==> src/sv/spq_pkg.sv <==
// Shared types and constants for the sorted priority queue.
`default_nettype none
package spq_pkg;

   localparam int DEPTH   = 8;
   localparam int IDX_W   = $clog2(DEPTH);
   localparam int CNT_W   = $clog2(DEPTH + 1);
   localparam int VAL_W   = 32;
   localparam int PRI_W   = 16;
   localparam int CAP_W   = 4;
   localparam int OCC_W   = 4;
   localparam logic [CAP_W-1:0] CAP_RESET = CAP_W'(5);

   typedef enum logic {
      REQ_ENQUEUE = 1'b0,
      REQ_DEQUEUE = 1'b1
   } req_kind_type;

   typedef enum logic [1:0] {
      ST_OK        = 2'd0,
      ST_OVERFLOW  = 2'd1,
      ST_UNDERFLOW = 2'd2
   } status_type;

   typedef enum logic {
      OUT_EMPTY,
      OUT_FULL
   } out_state_type;

   // controller to datapath
   typedef struct packed {
      logic             load;        // beat accepted, capture result
      logic             enq;         // insert carried entry
      logic             deq;         // pop front entry
      status_type       status;
      logic [CNT_W-1:0] count;       // entries held before the beat
      logic [CNT_W-1:0] count_after; // entries held after the beat
   } cmd_type;

endpackage : spq_pkg
`default_nettype wire

==> src/sv/spq_if.sv <==
// Valid/ready channel interfaces for request and response beats.
`default_nettype none
interface spq_req_if;
   import spq_pkg::*;
   logic                    valid;
   logic                    ready;
   logic                    req_type;
   logic signed [VAL_W-1:0] entry_value;
   logic signed [PRI_W-1:0] entry_priority;

   modport source (output valid, output req_type, output entry_value,
                   output entry_priority, input ready);
   modport sink   (input valid, input req_type, input entry_value,
                   input entry_priority, output ready);
endinterface : spq_req_if

interface spq_rsp_if;
   import spq_pkg::*;
   logic                    valid;
   logic                    ready;
   logic [1:0]              status;
   logic signed [VAL_W-1:0] out_value;
   logic signed [PRI_W-1:0] out_priority;
   logic [OCC_W-1:0]        occupancy;

   modport source (output valid, output status, output out_value,
                   output out_priority, output occupancy, input ready);
   modport sink   (input valid, input status, input out_value,
                   input out_priority, input occupancy, output ready);
endinterface : spq_rsp_if
`default_nettype wire

==> src/sv/spq_ctrl.sv <==
// Controller: entry count, capacity register, handshake and output state.
`default_nettype none
module spq_ctrl (
   input  wire logic                       clock,
   input  wire logic                       reset,
   input  wire logic                       req_valid,
   input  wire logic                       req_type,
   output logic                            req_ready,
   output logic                            rsp_valid,
   input  wire logic                       rsp_ready,
   input  wire logic                       csr_wr_en,
   input  wire logic [spq_pkg::CAP_W-1:0]  csr_wr_data,
   output spq_pkg::cmd_type                cmd
);
   import spq_pkg::*;

   out_state_type    state_ff, state_in;
   logic [CNT_W-1:0] count_ff, count_in;
   logic [CAP_W-1:0] cap_ff;
   logic [CNT_W-1:0] limit;
   logic             accept;

   always_ff @(posedge clock) begin
      if (reset) begin
         state_ff <= OUT_EMPTY;
         count_ff <= '0;
         cap_ff   <= CAP_RESET;
      end else begin
         state_ff <= state_in;
         count_ff <= count_in;
         if (csr_wr_en) begin
            cap_ff <= csr_wr_data;
         end
      end
   end

   // capacity saturates at the store depth
   always_comb begin
      if (32'(cap_ff) < DEPTH) begin
         limit = CNT_W'(cap_ff);
      end else begin
         limit = CNT_W'(DEPTH);
      end
   end

   always_comb begin
      state_in  = state_ff;
      rsp_valid = 1'b0;
      req_ready = 1'b1;
      case (state_ff)
         OUT_EMPTY: begin
            req_ready = 1'b1;
         end
         OUT_FULL: begin
            rsp_valid = 1'b1;
            req_ready = rsp_ready;
         end
         default: begin
            req_ready = 1'b0;
         end
      endcase
      accept = req_valid && req_ready;
      if (accept) begin
         state_in = OUT_FULL;
      end else if (state_ff == OUT_FULL && rsp_ready) begin
         state_in = OUT_EMPTY;
      end

      cmd.load   = accept;
      cmd.enq    = 1'b0;
      cmd.deq    = 1'b0;
      cmd.status = ST_OK;
      cmd.count  = count_ff;
      count_in   = count_ff;
      if (req_type == REQ_DEQUEUE) begin
         if (count_ff == '0) begin
            cmd.status = ST_UNDERFLOW;
         end else begin
            cmd.deq  = accept;
            count_in = accept ? count_ff - CNT_W'(1) : count_ff;
         end
      end else begin
         if (count_ff >= limit) begin
            cmd.status = ST_OVERFLOW;
         end else begin
            cmd.enq  = accept;
            count_in = accept ? count_ff + CNT_W'(1) : count_ff;
         end
      end
      cmd.count_after = count_in;
   end

   a_count_bound: assert property (@(posedge clock) disable iff (reset)
      count_ff <= CNT_W'(DEPTH))
      else $error("entry count beyond store depth");

   a_pop_count: assert property (@(posedge clock) disable iff (reset)
      (accept && req_type == REQ_DEQUEUE && count_ff != '0)
      |=> count_ff == $past(count_ff) - CNT_W'(1))
      else $error("dequeue did not drop the count");

   a_refuse_hold: assert property (@(posedge clock) disable iff (reset)
      (accept && req_type == REQ_ENQUEUE && count_ff >= limit)
      |=> count_ff == $past(count_ff))
      else $error("refused enqueue changed the count");

   a_stall_full: assert property (@(posedge clock) disable iff (reset)
      !req_ready |-> state_ff == OUT_FULL)
      else $error("request stalled with empty output stage");

endmodule : spq_ctrl
`default_nettype wire

==> src/sv/spq_dp.sv <==
// Datapath: shifting cell row holding the sorted store, plus result register.
`default_nettype none
module spq_dp (
   input  wire logic                              clock,
   input  wire logic signed [spq_pkg::VAL_W-1:0]  entry_value,
   input  wire logic signed [spq_pkg::PRI_W-1:0]  entry_priority,
   input  wire spq_pkg::cmd_type                  cmd,
   output logic [1:0]                             status,
   output logic signed [spq_pkg::VAL_W-1:0]       out_value,
   output logic signed [spq_pkg::PRI_W-1:0]       out_priority,
   output logic [spq_pkg::OCC_W-1:0]              occupancy
);
   import spq_pkg::*;

   logic signed [VAL_W-1:0] val_ff [DEPTH];
   logic signed [PRI_W-1:0] pri_ff [DEPTH];
   logic signed [VAL_W-1:0] val_in [DEPTH];
   logic signed [PRI_W-1:0] pri_in [DEPTH];
   logic signed [VAL_W-1:0] dn_val [DEPTH];
   logic signed [PRI_W-1:0] dn_pri [DEPTH];
   logic signed [VAL_W-1:0] up_val [DEPTH];
   logic signed [PRI_W-1:0] up_pri [DEPTH];
   logic [DEPTH-1:0]        ge;
   logic [DEPTH-1:0]        ge_prev;

   logic [1:0]              status_ff;
   logic signed [VAL_W-1:0] out_value_ff;
   logic signed [PRI_W-1:0] out_priority_ff;
   logic [OCC_W-1:0]        occupancy_ff;

   // each cell: held and at least the new priority
   always_comb begin
      for (int k = 0; k < DEPTH; k++) begin
         ge[k] = (CNT_W'(k) < cmd.count) && (pri_ff[k] >= entry_priority);
      end
      ge_prev[0] = 1'b1;
      dn_val[0]  = '0;
      dn_pri[0]  = '0;
      for (int k = 1; k < DEPTH; k++) begin
         ge_prev[k] = ge[k-1];
         dn_val[k]  = val_ff[k-1];
         dn_pri[k]  = pri_ff[k-1];
      end
      for (int k = 0; k < DEPTH - 1; k++) begin
         up_val[k] = val_ff[k+1];
         up_pri[k] = pri_ff[k+1];
      end
      up_val[DEPTH-1] = val_ff[DEPTH-1];
      up_pri[DEPTH-1] = pri_ff[DEPTH-1];

      for (int k = 0; k < DEPTH; k++) begin
         val_in[k] = val_ff[k];
         pri_in[k] = pri_ff[k];
         if (cmd.enq) begin
            if (!ge[k] && ge_prev[k]) begin
               val_in[k] = entry_value;
               pri_in[k] = entry_priority;
            end else if (!ge[k]) begin
               val_in[k] = dn_val[k];
               pri_in[k] = dn_pri[k];
            end
         end else if (cmd.deq) begin
            val_in[k] = up_val[k];
            pri_in[k] = up_pri[k];
         end
      end
   end

   always_ff @(posedge clock) begin
      for (int k = 0; k < DEPTH; k++) begin
         val_ff[k] <= val_in[k];
         pri_ff[k] <= pri_in[k];
      end
      if (cmd.load) begin
         status_ff    <= cmd.status;
         occupancy_ff <= OCC_W'(cmd.count_after);
         if (cmd.deq) begin
            out_value_ff    <= val_ff[0];
            out_priority_ff <= pri_ff[0];
         end else begin
            out_value_ff    <= '0;
            out_priority_ff <= '0;
         end
      end
   end

   assign status       = status_ff;
   assign out_value    = out_value_ff;
   assign out_priority = out_priority_ff;
   assign occupancy    = occupancy_ff;

endmodule : spq_dp
`default_nettype wire

==> src/sv/sorted_priority_queue_top.sv <==
// Top level of the bounded sorted priority queue.
// A request beat accepted at a clock edge has its response valid from that edge on.
// One beat per cycle while responses are taken; the cell row compares all slots at once and shifts in one step.
// The output register parts the sides: a new beat is taken while the response is being taken.
// Reset (synchronous, active high): queue empty, capacity 5, no response pending.
// Slot contents are not cleared; only slots below the entry count are ever read.
`default_nettype none
module sorted_priority_queue_top (
   input  wire logic                       clock,
   input  wire logic                       reset,
   spq_req_if.sink                         req_bus,
   spq_rsp_if.source                       rsp_bus,
   input  wire logic                       csr_wr_en,
   input  wire logic [spq_pkg::CAP_W-1:0]  csr_wr_data
);
   import spq_pkg::*;

   cmd_type cmd;

   // controller: count, capacity, handshake and response-stage state
   spq_ctrl u_ctrl (
      .clock       (clock),
      .reset       (reset),
      .req_valid   (req_bus.valid),
      .req_type    (req_bus.req_type),
      .req_ready   (req_bus.ready),
      .rsp_valid   (rsp_bus.valid),
      .rsp_ready   (rsp_bus.ready),
      .csr_wr_en   (csr_wr_en),
      .csr_wr_data (csr_wr_data),
      .cmd         (cmd)
   );

   // datapath: sorted cell row and response payload register
   spq_dp u_dp (
      .clock          (clock),
      .entry_value    (req_bus.entry_value),
      .entry_priority (req_bus.entry_priority),
      .cmd            (cmd),
      .status         (rsp_bus.status),
      .out_value      (rsp_bus.out_value),
      .out_priority   (rsp_bus.out_priority),
      .occupancy      (rsp_bus.occupancy)
   );

endmodule : sorted_priority_queue_top
`default_nettype wire
==> src/flat_wrapper.sv <==
// flat-port wrapper written by rule: the top's interface ports become plain ports
module sorted_priority_queue_top_flat import spq_pkg::*;
  (clock, reset, csr_wr_en, csr_wr_data, req_bus_valid, req_bus_req_type, req_bus_entry_value, req_bus_entry_priority, req_bus_ready, rsp_bus_valid, rsp_bus_status, rsp_bus_out_value, rsp_bus_out_priority, rsp_bus_occupancy, rsp_bus_ready);
  spq_req_if req_bus_i ();
  spq_rsp_if rsp_bus_i ();
  input  wire logic clock;
  input  wire logic reset;
  input  wire logic csr_wr_en;
  input  wire logic [spq_pkg::CAP_W-1:0] csr_wr_data;
  input wire logic [$bits(req_bus_i.valid)-1:0] req_bus_valid;
  input wire logic [$bits(req_bus_i.req_type)-1:0] req_bus_req_type;
  input wire logic [$bits(req_bus_i.entry_value)-1:0] req_bus_entry_value;
  input wire logic [$bits(req_bus_i.entry_priority)-1:0] req_bus_entry_priority;
  output wire logic [$bits(req_bus_i.ready)-1:0] req_bus_ready;
  output wire logic [$bits(rsp_bus_i.valid)-1:0] rsp_bus_valid;
  output wire logic [$bits(rsp_bus_i.status)-1:0] rsp_bus_status;
  output wire logic [$bits(rsp_bus_i.out_value)-1:0] rsp_bus_out_value;
  output wire logic [$bits(rsp_bus_i.out_priority)-1:0] rsp_bus_out_priority;
  output wire logic [$bits(rsp_bus_i.occupancy)-1:0] rsp_bus_occupancy;
  input wire logic [$bits(rsp_bus_i.ready)-1:0] rsp_bus_ready;
  assign req_bus_i.valid = req_bus_valid;
  assign req_bus_i.req_type = req_bus_req_type;
  assign req_bus_i.entry_value = req_bus_entry_value;
  assign req_bus_i.entry_priority = req_bus_entry_priority;
  assign req_bus_ready = req_bus_i.ready;
  assign rsp_bus_valid = rsp_bus_i.valid;
  assign rsp_bus_status = rsp_bus_i.status;
  assign rsp_bus_out_value = rsp_bus_i.out_value;
  assign rsp_bus_out_priority = rsp_bus_i.out_priority;
  assign rsp_bus_occupancy = rsp_bus_i.occupancy;
  assign rsp_bus_i.ready = rsp_bus_ready;
  sorted_priority_queue_top u_core (.clock(clock), .reset(reset), .req_bus(req_bus_i), .rsp_bus(rsp_bus_i), .csr_wr_en(csr_wr_en), .csr_wr_data(csr_wr_data));
endmodule
==> config.mk <==
export PLATFORM = sky130hd
export DESIGN_NAME = sorted_priority_queue_top_flat
export DESIGN_NICKNAME = d
export VERILOG_FILES = /design/src/sv/spq_pkg.sv /design/src/sv/spq_if.sv /design/src/sv/spq_ctrl.sv /design/src/sv/spq_dp.sv /design/src/sv/sorted_priority_queue_top.sv /design/src/flat_wrapper.sv
export SDC_FILE = /design/constraint.sdc
export NUM_CORES = 1
export LEC_CHECK = 0
export ABC_CLOCK_PERIOD_IN_PS = 10100
export BUFFER_PORTS_ARGS = -buffer_cell sky130_fd_sc_hd__buf_2
export CAP_MARGIN = 20
export CORE_MARGIN = 3
export CORE_UTILIZATION = 55
export DETAILED_ROUTE_END_ITERATION = 8
export HOLD_SLACK_MARGIN = 0.08
export PLACE_DENSITY = 0.73
export SLEW_MARGIN = 20
export SYNTH_ARGS = -nofsm -noshare
export SYNTH_HDL_FRONTEND = slang
export SYNTH_SLANG_ARGS = --single-unit
==> constraint.sdc <==
create_clock -name clock -period 10.1 [get_ports clock]
set_input_delay 2.02 -clock clock [delete_from_list [all_inputs] [get_ports clock]]
set_output_delay 2.02 -clock clock [all_outputs]
set_load 0.05 [all_outputs]
==> results.md <==
* EDFF count, synth at between 400 and 500
* Rows at 77
* Post-synth ARST share at 0%
* Launching point of the worst reg2reg path: u_core.u_ctrl.count_ff[0]
* Initial core utilization at between 50% and 60%
* Switch share at between 30 and 40%
* Hold Crit Start: u_core.u_ctrl.state_ff
* Largest net degree at the start of global routing at about 220
* Setup violators final at 0
* Slowest stage delay, CP at around 700 ps
* Combinational power share at a little under a quarter
* WHS Path Cells at 2
* Synth Area in Adders at a little under 7%
* Final hold vios at 0
* Reg2Reg Setup Slack at around 5400 ps
* VDD IR-drop max at roughly 0.13 mV
* DRT antenna net count at 0
* Fin crit share at between 50% and 60%
* Via density at between 6 and 7
* Internal power at 0.003722 W
* CTS tree: yes
* Yosys top cell area share at between 50% and 60%
* CP required at a little over 10000 ps
* Total track usage at a little under a third
* Port bufs at ~110
* CTS Root Cell: clkbuf_16
* FF-to-FF End: u_core.u_dp.val_ff[0][87]
* Max_slew headroom at about a quarter
* Number of global-route vias before repair at ~20000
* Num CTS Buffers at 47
* GPL Wtd Cong at ~1.1
* Sequential share of power at between 40% and 50%
* Total routed wirelength at around 74 mm
* Cell accounting for the most synthesized area: edfxtp_1
* RSZ-0062 raised after global routing: false
* Clock power share at between 30% and 40%
* Area growth, synth to finish at 9.610%
* Filler instances at about 3600
* Prevailing post-synth register cell: edfxtp_1
* WS Path Type: in -> reg
* Cells after Synth at 2365
* Pins Over Slew Limit at 0
* Syn. warnings at 0
* Post-CTS setup buffers at 0
* WHS Endpoint: u_core.u_ctrl.state_ff
* Multi-input logic area at 0.01057 mm²
* Power per Cell Area at 204.8 mW/mm²
* Clk pin slew, worst setup/hold paths at 60 ps
* Post-Synthesis Cell Area at 0.02470 mm²
* Slew at the pin closest to its max-slew limit at ~1100 ps
* Worst clock skew at 15.34 ps
* Die height at 217.9 µm
* Final nets at 2564
* Yosys reg bits at approximately 450
* Synth top area cells: edfxtp_1, ha_1, a21oi_1
* Die area at ~0.047 mm²
* Critical-path cell list: buf_2, inv_1, ha_1, a2111oi_0, o32ai_1, o21a_2, buf_4, o21ai_4, buf_4
* Clock Latency Late Sink at ~590 ps
* Final setup TNS at 0 ps
* Cell seen most often among critical-path stages: buf_4
* Residual DRC at 0
* Number of maximum-capacitance violations at 0
* Critical path's slowest cell: a2111oi_0
* Share of cells above drive strength 1 at 9.722%
* DRC marker count from the first detailed-route iteration at 3083
* Post-Syn Area per Cell at 10.44 µm²
* Critical Path End Type: register
* # resized after CTS at 0
* Synth Area in Compound Gates at 19.66%
* # H-tree levels at 2
* Worst r2r path cells at 9
* Status: completed
* Vias at 20360
* Xor-xnor portion of the synthesized cell area at less than 1%
* Ports at 114
* Mux share of post-synthesis cell area at between 2 and 2.5%
* Placed insts at 2914
* Fmax at approximately 0.18 GHz
* Worst min path class: reg -> reg
* Sequential cell area at approximately 0.013 mm²
* CTS hold repair buffers at 0
* Initial DRT Pass Iterations at 9
* Crit start category: input port
* Sequential fraction of the synthesis area at between 50% and 60%
* CP max FO at 35
* Switch Pwr at 0.001823 W
* WL/cell at 24.76 µm
* Worst hold slack at around 530 ps
* Worst Path Arrival at a little under 6000 ps
* DP HPWL at 44.25 mm
* Largest family of logic cells by synthesized area: compound AO/OA/AOI/OAI gates
* Synth unique cells at 69
* Die X at 217.9 µm
* Clock Path Buffers at 3
* Fin cells at approximately 3000
* CORE AREA at 0.04432 mm²
* First-pass GRT wire length at 113.5 mm
* Total grt overflow at 0
* Static Leak at 10.11 nW
* Simple-Gate Fraction of Synth Area at between 10% and 20%
* Fin crit period at between 5000 and 6000 ps
* Initial antenna violation count at 4
* Sink Count at roughly 450
* Syn nets at approximately 2600
-- flip-flops by register name, summed over array words and instances, names as in the netlist --
register / count
u_core.u_dp.val_ff: 256
u_core.u_dp.out_value: 32
u_core.u_ctrl.state_ff: 1
u_core.u_dp.status: 2
u_core.u_dp.occupancy: 4
u_core.u_dp.pri_ff: 128
u_core.u_dp.out_priority: 16
u_core.u_ctrl.cap_ff: 4
u_core.u_ctrl.count_ff: 4
-- power by group through the flow --
| stage | Combinational [W] | Clock, W | Sequential, W |
|---|---|---|---|
| after floorplan | 0.000821 | 0 | 0.00258 |
| after global placement | 0.00124 | 0 | 0.00256 |
| after detailed placement | 0.00128 | 0 | 0.00257 |
| after CTS | 0.00129 | 0.00170 | 0.00253 |
| after global routing | 0.00142 | 0.00177 | 0.00256 |
| final | 0.00132 | 0.00169 | 0.00254 |
-- stage by stage --
stage	utilization [%]	total power (W)	cell area, µm²	setup slack [ps]
2_1_floorplan	-	0.003396	24700	3560
5_1_grt	61.09	0.005753	27070	4299
3_5_place_dp	57.79	0.003846	25610	3890
4_1_cts	61.07	0.005524	27070	4484
6_report	61.09	0.005545	27070	4454
3_3_place_gp	57.79	0.003799	25610	3960
-- routing by layer --
layer / vias to the layer above / global-route usage (%) / wire length, µm
li1: 8960 / - / -
met5: - / 0 / 10
met1: 9840 / 42.27 / 29660
met4: 2 / 14.76 / 3068
met3: 203 / 6.033 / 7995
met2: 1353 / 46.79 / 33600
-- cells by family after synthesis --
group,count (synthesis)
buf+inv,225
flops,447
compound gates,756
xor+xnor,1
simple gates,751
mux,50
fa+ha+maj,135
-- Yosys cell counts, drive strengths merged (7+ instances only) --
cell type,n
edfxtp,438
nand2,312
a21oi,277
nor2,227
o21ai,170
ha,135
clkbuf,124
a221o,95
and2,82
buf,64
nand3,57
o211ai,54
a31oi,50
mux2,48
inv,36
a41oi,33
nand4,21
o31a,16
nor2b,13
a21o,10
dfxtp,9
a211oi,8
nand2b,8
nor3,7
-- placed cells by master (no fill, tap or decap), types with 7 or more instances in the layout --
cell type	netlist	final
a211oi_1	8	8
a21o_1	10	10
a21oi_1	277	277
a221o_1	95	95
a31oi_1	50	49
a41oi_1	33	33
and2_1	82	81
buf_2	35	113
buf_4	6	30
clkbuf_1	124	16
clkbuf_16	0	49
clkinv_1	1	8
clkinv_2	0	7
dfxtp_1	9	9
edfxtp_1	438	438
ha_1	135	135
inv_1	35	35
mux2_1	48	48
nand2_1	311	307
nand2b_1	8	8
nand3_1	57	57
nand4_1	21	21
nor2_1	227	223
nor2b_1	13	12
nor3_1	7	7
o211ai_1	54	54
o21ai_0	148	148
o21ai_1	22	17
o31a_1	16	16
-- how the worst max path moves through the flow --
| stage | startpoint | end | slack, ps | cells after the start |
|---|---|---|---|---|
| after global placement | req_bus_entry_priority[0] | u_core.u_dp.val_ff[1][35] | 3960 | 9 |
| after detailed placement | req_bus_entry_priority[1] | u_core.u_dp.val_ff[1][35] | 3890 | 9 |
| after floorplan | req_bus_entry_priority[5] | u_core.u_dp.pri_ff[0][48] | 3560 | 10 |
| after global routing | req_bus_entry_priority[1] | u_core.u_dp.pri_ff[1][25] | 4300 | 9 |
| final | req_bus_entry_priority[1] | u_core.u_dp.pri_ff[1][27] | 4450 | 9 |
| after CTS | req_bus_entry_priority[1] | u_core.u_dp.pri_ff[1][26] | 4480 | 9 |
-- critical path: cells and delay by family --
kind / cells / cell delay (ps)
AOI/OAI and AO/OA: 4 / 2040
buffers and inverters: 4 / 1460
adders and majority gates: 1 / 310
-- cell type report --
type / instances / area share [%]
Clock inverter: 16 / 0.4113
Tap cell: 592 / 2.736
Sequential cell: 447 / 49.25
Inverter: 37 / 0.5130
Timing Repair Buffer: 145 / 3.069
Antenna cell: 3 / 0.02773
Multi-Input combinational cell: 1693 / 39.04
Clock buffer: 69 / 4.954
Power figures use the tool's default switching activity.
